===== config.mk =====
export PLATFORM = sky130hd
export DESIGN_NAME = masked_bit_embed_extract_top
export DESIGN_NICKNAME = d
export VERILOG_FILES = /design/src/rtl/mbee_pkg.sv /design/src/rtl/mbee_core.sv /design/src/rtl/masked_bit_embed_extract_top.sv
export SDC_FILE = /design/constraint.sdc
export NUM_CORES = 1
export LEC_CHECK = 0
export ABC_AREA = 1
export BUFFER_PORTS_ARGS = -buffer_cell sky130_fd_sc_hd__buf_2
export CAP_MARGIN = 20
export CORE_UTILIZATION = 35
export CTS_CLUSTER_SIZE = 20
export DETAILED_ROUTE_END_ITERATION = 12
export PLACE_DENSITY_LB_ADDON = 0.2
export SYNTH_ARGS = -nofsm -noshare
export SYNTH_HDL_FRONTEND = slang
export SYNTH_HIERARCHICAL = 1
export SYNTH_SLANG_ARGS = --single-unit

===== constraint.sdc =====
create_clock -name clock -period 21 [get_ports clock]
set_input_delay 3.15 -clock clock [delete_from_list [all_inputs] [get_ports clock]]
set_output_delay 3.15 -clock clock [all_outputs]
set_load 0.02 [all_outputs]

===== src/rtl/mbee_pkg.sv =====
// Package for the masked bit embed/extract block: codes, register indexes
// and the structs passed between the top level and the datapath core.
// No dependencies.
package mbee_pkg;

   // Register indexes on the configuration port
   typedef enum logic [2:0] {
      CSR_MODE          = 3'd0,
      CSR_BIT_ORDER     = 3'd1,
      CSR_MASK_TABLE    = 3'd2,
      CSR_MASK_COUNT    = 3'd3,
      CSR_SECRET_LENGTH = 3'd4
   } mbee_csr_type;

   typedef enum logic {
      MODE_EMBED   = 1'b0,
      MODE_EXTRACT = 1'b1
   } mbee_mode_type;

   typedef enum logic {
      CMD_CARRIER = 1'b0,
      CMD_LOAD    = 1'b1
   } mbee_cmd_type;

   typedef enum logic [1:0] {
      KIND_CARRIER = 2'd0,
      KIND_SECRET  = 2'd1,
      KIND_LOADED  = 2'd2,
      KIND_NONE    = 2'd3
   } mbee_kind_type;

   typedef enum logic [1:0] {
      STATUS_OK       = 2'd0,
      STATUS_UNDERRUN = 2'd1,
      STATUS_REJECTED = 2'd2
   } mbee_status_type;

   // Configuration seen by the core
   typedef struct packed {
      mbee_mode_type mode;
      logic          bit_order;
      logic [31:0]   secret_length;
   } mbee_cfg_type;

   // Secret bit buffer and progress
   typedef struct packed {
      logic [15:0] store;
      logic [4:0]  fill;
      logic [31:0] bytes_done;
      logic        done;
   } mbee_state_type;

   // One result item
   typedef struct packed {
      logic [7:0]      data_out;
      mbee_kind_type   kind;
      mbee_status_type status;
      logic            finished;
   } mbee_result_type;

endpackage


===== src/rtl/mbee_core.sv =====
// Datapath core: scatters buffered secret bits into a carrier byte or
// gathers selected carrier bits, for one item, in one combinational pass.
// Depends on mbee_pkg.
module mbee_core (
   input  mbee_pkg::mbee_cfg_type    cfg,
   input  mbee_pkg::mbee_state_type  st,
   input  logic [7:0]                mask,
   input  mbee_pkg::mbee_cmd_type    command,
   input  logic [7:0]                data_byte,
   input  logic                      in_range,
   output mbee_pkg::mbee_state_type  st_next,
   output mbee_pkg::mbee_result_type result,
   output logic                      advance
);

   // Put bits into scan order (bit index zero first) or back
   function automatic logic [7:0] order_bits(input logic [7:0] x, input logic rev);
      logic [7:0] y;
      for (int i = 0; i < 8; i++) begin
         y[i] = rev ? x[7 - i] : x[i];
      end
      return y;
   endfunction

   logic [7:0]  data_l;
   logic [7:0]  mask_l;
   logic [2:0]  rank [8];
   logic [3:0]  pop;
   logic [7:0]  gath;
   logic [7:0]  emb_l;
   logic [31:0] bytes_inc;
   logic        hit_len;
   logic [4:0]  avail;
   logic [3:0]  jc;
   logic        emb_complete;
   logic        emb_done;
   logic [3:0]  take;
   logic        under;
   logic [15:0] comb_store;
   logic [4:0]  total;
   logic        ext_complete;
   logic        ext_done;
   logic        load_ok;
   logic [15:0] load_store;

   assign data_l = order_bits(data_byte, cfg.bit_order);
   assign mask_l = order_bits(mask, cfg.bit_order);

   // Rank of each selected position among the selected ones
   always_comb begin
      pop = '0;
      for (int t = 0; t < 8; t++) begin
         rank[t] = pop[2:0];
         pop     = pop + {3'b000, mask_l[t]};
      end
   end

   // Gather selected carrier bits, packed by rank
   always_comb begin
      for (int r = 0; r < 8; r++) begin
         gath[r] = 1'b0;
         for (int t = 0; t < 8; t++) begin
            if (mask_l[t] && (rank[t] == 3'(r))) begin
               gath[r] = data_l[t];
            end
         end
      end
   end

   // Byte count check, shared by both modes
   assign bytes_inc = st.bytes_done + 32'd1;
   assign hit_len   = (bytes_inc >= cfg.secret_length);

   // Embed: bits taken, byte boundary and stop point
   assign avail        = (5'(pop) < st.fill) ? 5'(pop) : st.fill;
   assign jc           = (st.fill[2:0] == 3'd0) ? 4'd8 : {1'b0, st.fill[2:0]};
   assign emb_complete = (st.fill != 5'd0) && (avail >= 5'(jc));
   assign emb_done     = emb_complete && hit_len;
   assign take         = emb_done ? jc : avail[3:0];
   assign under        = (5'(pop) > st.fill) && !emb_done;

   always_comb begin
      for (int t = 0; t < 8; t++) begin
         emb_l[t] = (mask_l[t] && ({1'b0, rank[t]} < take)) ? st.store[rank[t]] : data_l[t];
      end
   end

   // Extract: append gathered bits behind the partial byte
   assign comb_store   = st.store | (16'(gath) << st.fill[2:0]);
   assign total        = st.fill + 5'(pop);
   assign ext_complete = (total >= 5'd8);
   assign ext_done     = ext_complete && hit_len;

   // Secret load into the bit buffer
   assign load_ok    = (st.fill <= 5'd8);
   assign load_store = st.store | (16'(data_l) << st.fill[3:0]);

   // Select the action for this item
   always_comb begin
      st_next         = st;
      result.data_out = 8'h00;
      result.kind     = mbee_pkg::KIND_NONE;
      result.status   = mbee_pkg::STATUS_OK;
      advance         = 1'b0;
      priority if (command == mbee_pkg::CMD_LOAD) begin
         if ((cfg.mode == mbee_pkg::MODE_EMBED) && !st.done) begin
            if (load_ok) begin
               st_next.store = load_store;
               st_next.fill  = st.fill + 5'd8;
               result.kind   = mbee_pkg::KIND_LOADED;
            end else begin
               result.status = mbee_pkg::STATUS_REJECTED;
            end
         end
      end else if (!in_range || st.done) begin
         result.data_out = data_byte;
         result.kind     = mbee_pkg::KIND_CARRIER;
      end else if (cfg.mode == mbee_pkg::MODE_EMBED) begin
         result.data_out = order_bits(emb_l, cfg.bit_order);
         result.kind     = mbee_pkg::KIND_CARRIER;
         result.status   = under ? mbee_pkg::STATUS_UNDERRUN : mbee_pkg::STATUS_OK;
         st_next.store   = st.store >> take;
         st_next.fill    = st.fill - 5'(take);
         if (emb_complete) begin
            st_next.bytes_done = bytes_inc;
         end
         st_next.done = emb_done;
         advance      = 1'b1;
      end else begin
         if (ext_complete) begin
            result.data_out    = order_bits(comb_store[7:0], cfg.bit_order);
            result.kind        = mbee_pkg::KIND_SECRET;
            st_next.bytes_done = bytes_inc;
            if (ext_done) begin
               st_next.store = '0;
               st_next.fill  = '0;
               st_next.done  = 1'b1;
            end else begin
               st_next.store = {8'h00, comb_store[15:8]};
               st_next.fill  = total - 5'd8;
            end
         end else begin
            st_next.store = comb_store;
            st_next.fill  = total;
         end
         advance = 1'b1;
      end
      result.finished = st_next.done;
   end

endmodule


===== src/rtl/masked_bit_embed_extract_top.sv =====
// Top level of the masked bit embed/extract block: configuration registers,
// mask table, input and result registers around mbee_core.
// Depends on mbee_pkg and mbee_core.
//
//   channel  direction  handshake              payload
//   req      in         req_tvalid/req_tready  tuser command, tdata byte+range
//   rsp      out        rsp_tvalid/rsp_tready  tuser kind, tdata byte+status+fin
//   csr      in         csr_valid/csr_ready    csr_index, csr_data
//
// Every item gives one result item after it is taken, held first in the
// input register and then in the result register. One item per cycle is
// sustained while the result side is not stalled.
// Reset clears the configuration to its defaults and empties the buffer.
// A stalled result holds; the input side keeps taking items until both
// registers are full.
module masked_bit_embed_extract_top #(
   parameter int MASK_DEPTH = 8
) (
   input  logic        clock,
   input  logic        reset,
   input  logic        req_tvalid,
   output logic        req_tready,
   input  logic        req_tuser,   // [0] command
   input  logic [15:0] req_tdata,   // [7:0] data_byte, [8] in_range, [15:9] zero
   output logic        rsp_tvalid,
   input  logic        rsp_tready,
   output logic [1:0]  rsp_tuser,   // [1:0] kind
   output logic [15:0] rsp_tdata,   // [7:0] data_out, [9:8] status, [10] finished
   input  logic        csr_valid,
   output logic        csr_ready,
   input  logic [2:0]  csr_index,
   input  logic [63:0] csr_data
);

   localparam int         POS_W     = (MASK_DEPTH > 1) ? $clog2(MASK_DEPTH) : 1;
   localparam logic [3:0] DEPTH_CNT = 4'(MASK_DEPTH);

   mbee_pkg::mbee_mode_type   mode_ff;
   logic                      bit_order_ff;
   logic [7:0]                mask_ff [MASK_DEPTH];
   logic [3:0]                count_ff;
   logic [31:0]               secret_length_ff;
   logic [POS_W-1:0]          pos_ff;
   logic [POS_W-1:0]          pos_in;
   mbee_pkg::mbee_state_type  state_ff;
   mbee_pkg::mbee_state_type  state_in;
   logic                      in_valid_ff;
   mbee_pkg::mbee_cmd_type    in_cmd_ff;
   logic [7:0]                in_data_ff;
   logic                      in_range_ff;
   logic                      rsp_valid_ff;
   mbee_pkg::mbee_result_type rsp_ff;
   mbee_pkg::mbee_result_type result;
   mbee_pkg::mbee_cfg_type    cfg;
   logic                      advance;
   logic                      out_load;
   logic                      step;
   logic                      csr_write;
   logic [3:0]                count_eff;
   logic [3:0]                pos_plus;

   assign csr_ready = 1'b1;
   assign csr_write = csr_valid && csr_ready;

   // Configuration registers
   always_ff @(posedge clock) begin
      if (reset) begin
         mode_ff          <= mbee_pkg::MODE_EMBED;
         bit_order_ff     <= 1'b0;
         count_ff         <= 4'd1;
         secret_length_ff <= 32'd1;
         for (int k = 0; k < MASK_DEPTH; k++) begin
            mask_ff[k] <= (k == 0) ? 8'h01 : 8'h00;
         end
      end else if (csr_write) begin
         unique case (csr_index)
            mbee_pkg::CSR_MODE: begin
               mode_ff <= mbee_pkg::mbee_mode_type'(csr_data[0]);
            end
            mbee_pkg::CSR_BIT_ORDER: begin
               bit_order_ff <= csr_data[0];
            end
            mbee_pkg::CSR_MASK_TABLE: begin
               for (int k = 0; k < MASK_DEPTH; k++) begin
                  mask_ff[k] <= csr_data[8*k +: 8];
               end
            end
            mbee_pkg::CSR_MASK_COUNT: begin
               count_ff <= csr_data[3:0];
            end
            mbee_pkg::CSR_SECRET_LENGTH: begin
               secret_length_ff <= csr_data[31:0];
            end
            default: begin
            end
         endcase
      end
   end

   assign cfg.mode          = mode_ff;
   assign cfg.bit_order     = bit_order_ff;
   assign cfg.secret_length = secret_length_ff;

   // Pipeline flow: the result register frees when empty or taken
   assign out_load   = !rsp_valid_ff || rsp_tready;
   assign step       = in_valid_ff && out_load;
   assign req_tready = !in_valid_ff || out_load;

   // Input register
   always_ff @(posedge clock) begin
      if (reset) begin
         in_valid_ff <= 1'b0;
      end else if (req_tready) begin
         in_valid_ff <= req_tvalid;
      end
   end

   always_ff @(posedge clock) begin
      if (req_tready && req_tvalid) begin
         in_cmd_ff   <= mbee_pkg::mbee_cmd_type'(req_tuser);
         in_data_ff  <= req_tdata[7:0];
         in_range_ff <= req_tdata[8];
      end
   end

   mbee_core u_core (
      .cfg       (cfg),
      .st        (state_ff),
      .mask      (mask_ff[pos_ff]),
      .command   (in_cmd_ff),
      .data_byte (in_data_ff),
      .in_range  (in_range_ff),
      .st_next   (state_in),
      .result    (result),
      .advance   (advance)
   );

   // Mask position: wrap at the clamped entry count
   assign count_eff = (count_ff == 4'd0)     ? 4'd1      :
                      (count_ff > DEPTH_CNT) ? DEPTH_CNT : count_ff;
   assign pos_plus  = 4'(pos_ff) + 4'd1;
   assign pos_in    = (pos_plus >= count_eff) ? '0 : POS_W'(pos_plus);

   // Block state: advance per item, clear buffer on a mode write
   always_ff @(posedge clock) begin
      if (reset) begin
         pos_ff   <= '0;
         state_ff <= '0;
      end else begin
         if (csr_write && (csr_index == mbee_pkg::CSR_MODE)) begin
            state_ff.store <= '0;
            state_ff.fill  <= '0;
         end else if (step) begin
            state_ff <= state_in;
         end
         if (step && advance) begin
            pos_ff <= pos_in;
         end
      end
   end

   // Result register
   always_ff @(posedge clock) begin
      if (reset) begin
         rsp_valid_ff <= 1'b0;
      end else if (out_load) begin
         rsp_valid_ff <= in_valid_ff;
      end
   end

   always_ff @(posedge clock) begin
      if (step) begin
         rsp_ff <= result;
      end
   end

   assign rsp_tvalid = rsp_valid_ff;
   assign rsp_tuser  = rsp_ff.kind;
   assign rsp_tdata  = {5'b00000, rsp_ff.finished, rsp_ff.status, rsp_ff.data_out};

endmodule


; ---- Word-level counts from Yosys, hierarchy flattened
; Memories as Yosys holds them, arrays and structs flattened. A register that Yosys moved wholly into a read port is not among the register bits.
; Cells that the tools add are included.
[word_totals]
mem_count = 1
wordCells = 367
input_bits = 89
mem_bits_rw = 64
out_inout_bits = 21
register_bits = 120
[memory_table]
columns = name, depth, word_bits, read_ports, rd_ports_with_merged_regs, wr, line
row1 = mask_ff, 8, 8, 1, 1, 8, masked_bit_embed_extract_top.sv:40  ; logic [7:0] mask_ff [MASK_DEPTH];
[classes]
mux = 150
order_cmp = 23
bitwise = 14
n_addsub = 13
reduce_logical = 95
shifts = 3
n_eq_ne = 50
[ops]
columns = operator, count
row1 = $mux W1, 111
row2 = $mux W54, 2
row3 = $mux W21, 4
row4 = $eq A3 B3 Y1 const B, 25
row5 = $logic_and A1 B1 Y1, 67
row6 = $mux W8, 8
row7 = $eq A3 B2 Y1 const B, 14
row8 = $mux W33, 1
row9 = $add A32 B1 Y32 const B, 1
row10 = $ge A32 B32 Y1, 1
row11 = $mux W32, 1
row12 = $or A16 B16 Y16, 2
row13 = $lt A3 B5 Y1 const B, 6
row14 = $mux W10, 3
row15 = $logic_not A3 Y1, 9
row16 = $add A4 B1 Y4, 6
row17 = $lt A3 B4 Y1, 6
row18 = $eq A3 B1 Y1 const B, 7
row19 = $mux W4, 5
row20 = $bmux W1 S3, 6
row21 = $shl A8 B3 Y16, 1
row22 = $shl A8 B4 Y16, 1
row23 = $shr A16 B4 Y16, 1
row24 = $mux W13, 1
row25 = other kinds (32), 59

; ---- Logic depth before layout (Yosys ltp)
[logic_depth]
word_depth = 21
depth_mapped = 59
mapped_depth_nobuf = 57

; ---- By module
; The synthesis kept the hierarchy.
[modules_own_cells]
columns = module, area_per_inst_um2, n_inst, cells_each, seq_area_each_um2
row1 = mbee_core, 7820.0, 1, 1526, 0.0
row2 = masked_bit_embed_extract_top, 7470.9, 1, 778, 4614.4

; ---- Worst setup path after synthesis
; Ideal clock, no wire load.
[synth_timing]
path_kind = register -> register
from = register (tool-made name)
to = register state_ff[37] (netlist name)
arrival_ns = 8.151
stages_incl_launch_ff = 51
path_slack_ns = 12.733
setup_ns = 0.116
required_ns = 20.884
period_less_slack_ns = 8.267
path_buffers = 3
cell_sequence = dfxtp_1 inv_1 clkbuf_1 nor2_1 o22ai_1 nand2_1 nand2_1 inv_1 o21ai_1 fa_1 ha_1 fa_1 ha_1 ha_1 buf_4 xor2_1 ha_1 or2_1 (+15 left out) nand2_4 nand2_4 nand2_2 inv_2 buf_4 ha_1 inv_1 fa_1 nand2_1 nand2_1 a21oi_1 xor2_1 nand2_1 o211ai_1 o221ai_1 o21ai_0 nor2_1 nor2_1
[synth_rtl]
columns = element, line
row1 = end signal: assignment, masked_bit_embed_extract_top.sv:154  ; state_ff <= state_in;
row2 = end: declaration, masked_bit_embed_extract_top.sv:45  ; mbee_pkg::mbee_state_type state_ff;

==> run metrics <==
sequential area share after synthesis=0.302; Main synth FF type=dfxtp_1; initial antenna violation count=0; DR WL/cell=approximately 17 µm; FF-to-FF setup slack=9.73 ns; routed wire length=50300 µm; slew margin rel.=0.310; PnR worst setup slack=9.73 ns; Max Fclk=roughly 0.089 GHz; grt total ovfl=0; Die Span Y=between 200 and 250 µm; Residual DRC=0; Setup Fix Bufs, Post-CTS=0; first-pass GRT wire length=about 79000 µm; Die Wd=about 210 µm; largest net degree at the start of global routing=75; Skew-Pair Late Insertion Delay=0.48 ns; Yosys top cell area share=0.171; status=finished clean; hold path start=count_ff[1]; Tcrit/Tclk final=0.537; H-tree depth=4; total of max-cap violations=0; Via density=about 5.2; TritonCTS clock tree=built; Crit Path Class=reg -> reg; synth warn=6; Post-DRT Antenna Nets=0; Reg2Reg Depth=47; Ports=110; Cell variety after synth=64; Port-buffer cells=96; filler cell count=4682; required time worst endpoint=21.36 ns; most area-hungry cell type in the Yosys netlist=edfxtp_1; endpoints failing hold=0; number of synthesized flops with an enable pin=just under 90; Synth Instances=2304; clock root buffer master=clkbuf_16; cts bufs inserted=17; initial cell density of the core=0.355; Place WS=between 9 and 10 ns; arrival time at the worst endpoint=about 12 ns; CP startpoint kind=flop; top post-synthesis cells by area=edfxtp_1 17%, dfxtp_1 13%, nand2_1 12%; Synth Register Bits=187; Core ar.=roughly 0.043 mm²; Row Count=76; die area=0.0445 mm²; HPWL Detailed=36500 µm; dpl cells=around 2900; GPL Wtd Cong=0.937; CTS Hold Bufs=0; Non-Filler Instances=2932; ys async rst share=0; clock skew=about 0.021 ns; Clock Sink Count=about 190; Final nets=~2500; CP max FO=33; Mapped Avg Cell Area=~6.6 µm²; top post-synthesis cells by count=482 x nand2_1, 351 x inv_1, 270 x nor2_1; number of global-route vias before repair=14300; setup total negative slack=0 ns; Largest stage delay, worst path=a little over 0.7 ns; most used cell, CP=nand2_1; critical path endpoint=state_ff[37]; initial drt markers=about 1300; setup violators final=0; RSZ-0062 raised after global routing=no; CP max stage cell=fa_1; Worst-path clk slew=0.08 ns; Crit Reg-Reg Endpoint=state_ff[37]; via count=between 15000 and 20000; worst slew pin tran=just over 1 ns; ANT cells=0; cell area after synthesis=0.0153 mm²; Hold Path Class=reg -> reg; post-cts sizing count=0; Final min period=11.27 ns; GRT Total Usage=0.229; 1st-pass router iterations=6; fin. max-slew vios=0; Syn-to-layout area delta=8.87%; share of cells above drive strength 1=0.0933; Clock Tree Buf Depth=2; cell with the most instances after synthesis=nand2_1; crit end category=flop; Min-Delay Path Depth=2
==> cell usage in the layout, fill, tap and decap left out, types with 3 or more instances in the layout <==
cell type,count
xor2_1,31
fa_1,4
xnor2_1,4
ha_1,83
nand4_1,23
o21ai_0,237
o21ai_1,19
a221oi_1,3
dfxtp_1,100
clkbuf_16,17
nor2_4,13
nor2_2,14
nand2_2,10
inv_8,5
nor4_1,9
edfxtp_1,87
a22oi_1,11
nand3_2,3
inv_1,351
o31ai_1,4
inv_2,12
o211ai_1,15
o2111ai_1,3
a21oi_1,115
clkinv_1,6
o22ai_1,23
nand2_1,481
mux2i_1,4
or2_2,4
a21oi_2,3
buf_2,96
nand3_1,186
nand2_4,8
nor2_1,269
o21a_1,5
buf_4,11
conb_1,6
nor3_1,22
o221ai_1,8
==> metal layers <==
| metal | part of all wire | GRT usage | vias to the layer above |
|---|---|---|---|
| li1 | - | - | 7555 |
| met1 | 0.45 | 0.296 | 7084 |
| met2 | 0.47 | 0.384 | 520 |
| met3 | 0.056 | 0.0364 | 94 |
| met4 | 0.029 | 0.0830 | 0 |
| met5 | 0 | 0 | - |
==> through the flow <==
| stage | instance area, µm² | hold WS [ns] | utilization |
|---|---|---|---|
| after floorplan | 15300 | 0.433 | - |
| after global placement | 16000 | 0.449 | 0.372 |
| after detailed placement | 16000 | 0.456 | 0.372 |
| after CTS | 16600 | 0.468 | 0.386 |
| after global routing | 16600 | 0.484 | 0.386 |
| final | 16600 | 0.467 | 0.386 |
==> flip-flops by register name, summed over array words and instances (netlist names), named ones only <==
| signal | cells |
|---|---|
| mask_ff | 64 |
| state_ff | 54 |
| secret_length_ff | 32 |
| rsp_tdata | 11 |
| in_data_ff | 8 |
| count_ff | 4 |
| pos_ff | 3 |
| rsp_tuser | 2 |
| bit_order_ff | 1 |
| in_cmd_ff | 1 |
| in_range_ff | 1 |
| in_valid_ff | 1 |
| mode_ff | 1 |
| rsp_tvalid | 1 |
==> kinds of logic after synthesis <==
family | share of synthesized area
compound gates | 0.166
xor+xnor | 0.0247
fa+ha+maj | 0.0732
buf+inv | 0.131
flops | 0.302
mux | 0.00262
other cells | 0.000491
simple gates | 0.300
==> cell type report <==
cell class | instances | area, µm² | share of cell area
clock buffer | 20 | 447 | 0.0268
clock inverter | 12 | 149 | 0.00894
inverter | 372 | 1410 | 0.0846
multi-input combinational | 1648 | 8710 | 0.523
sequential | 187 | 4610 | 0.277
tap | 585 | 732 | 0.0440
timing repair buffer | 108 | 591 | 0.0355
==> how the worst min path moves through the flow <==
stage	end	slack, ns
6_report	count_ff[1]	0.47
5_1_grt	count_ff[1]	0.48
4_1_cts	count_ff[1]	0.47
3_5_place_dp	count_ff[1]	0.46
3_3_place_gp	count_ff[1]	0.45
2_1_floorplan	count_ff[1]	0.43
==> critical path: cells and delay by family (launching register included) <==
| kind | cells | cell delay, ns |
|---|---|---|
| compound gates | 11 | 2.52 |
| simple gates | 18 | 2.53 |
| flops | 1 | 0.31 |
| xor+xnor | 1 | 0.09 |
| fa+ha+maj | 9 | 3.92 |
| buf+inv | 8 | 1.69 |
Power is left out: the tool's default activity adds up to more than one toggle a clock period on the data nets, which glitch-free logic cannot reach.
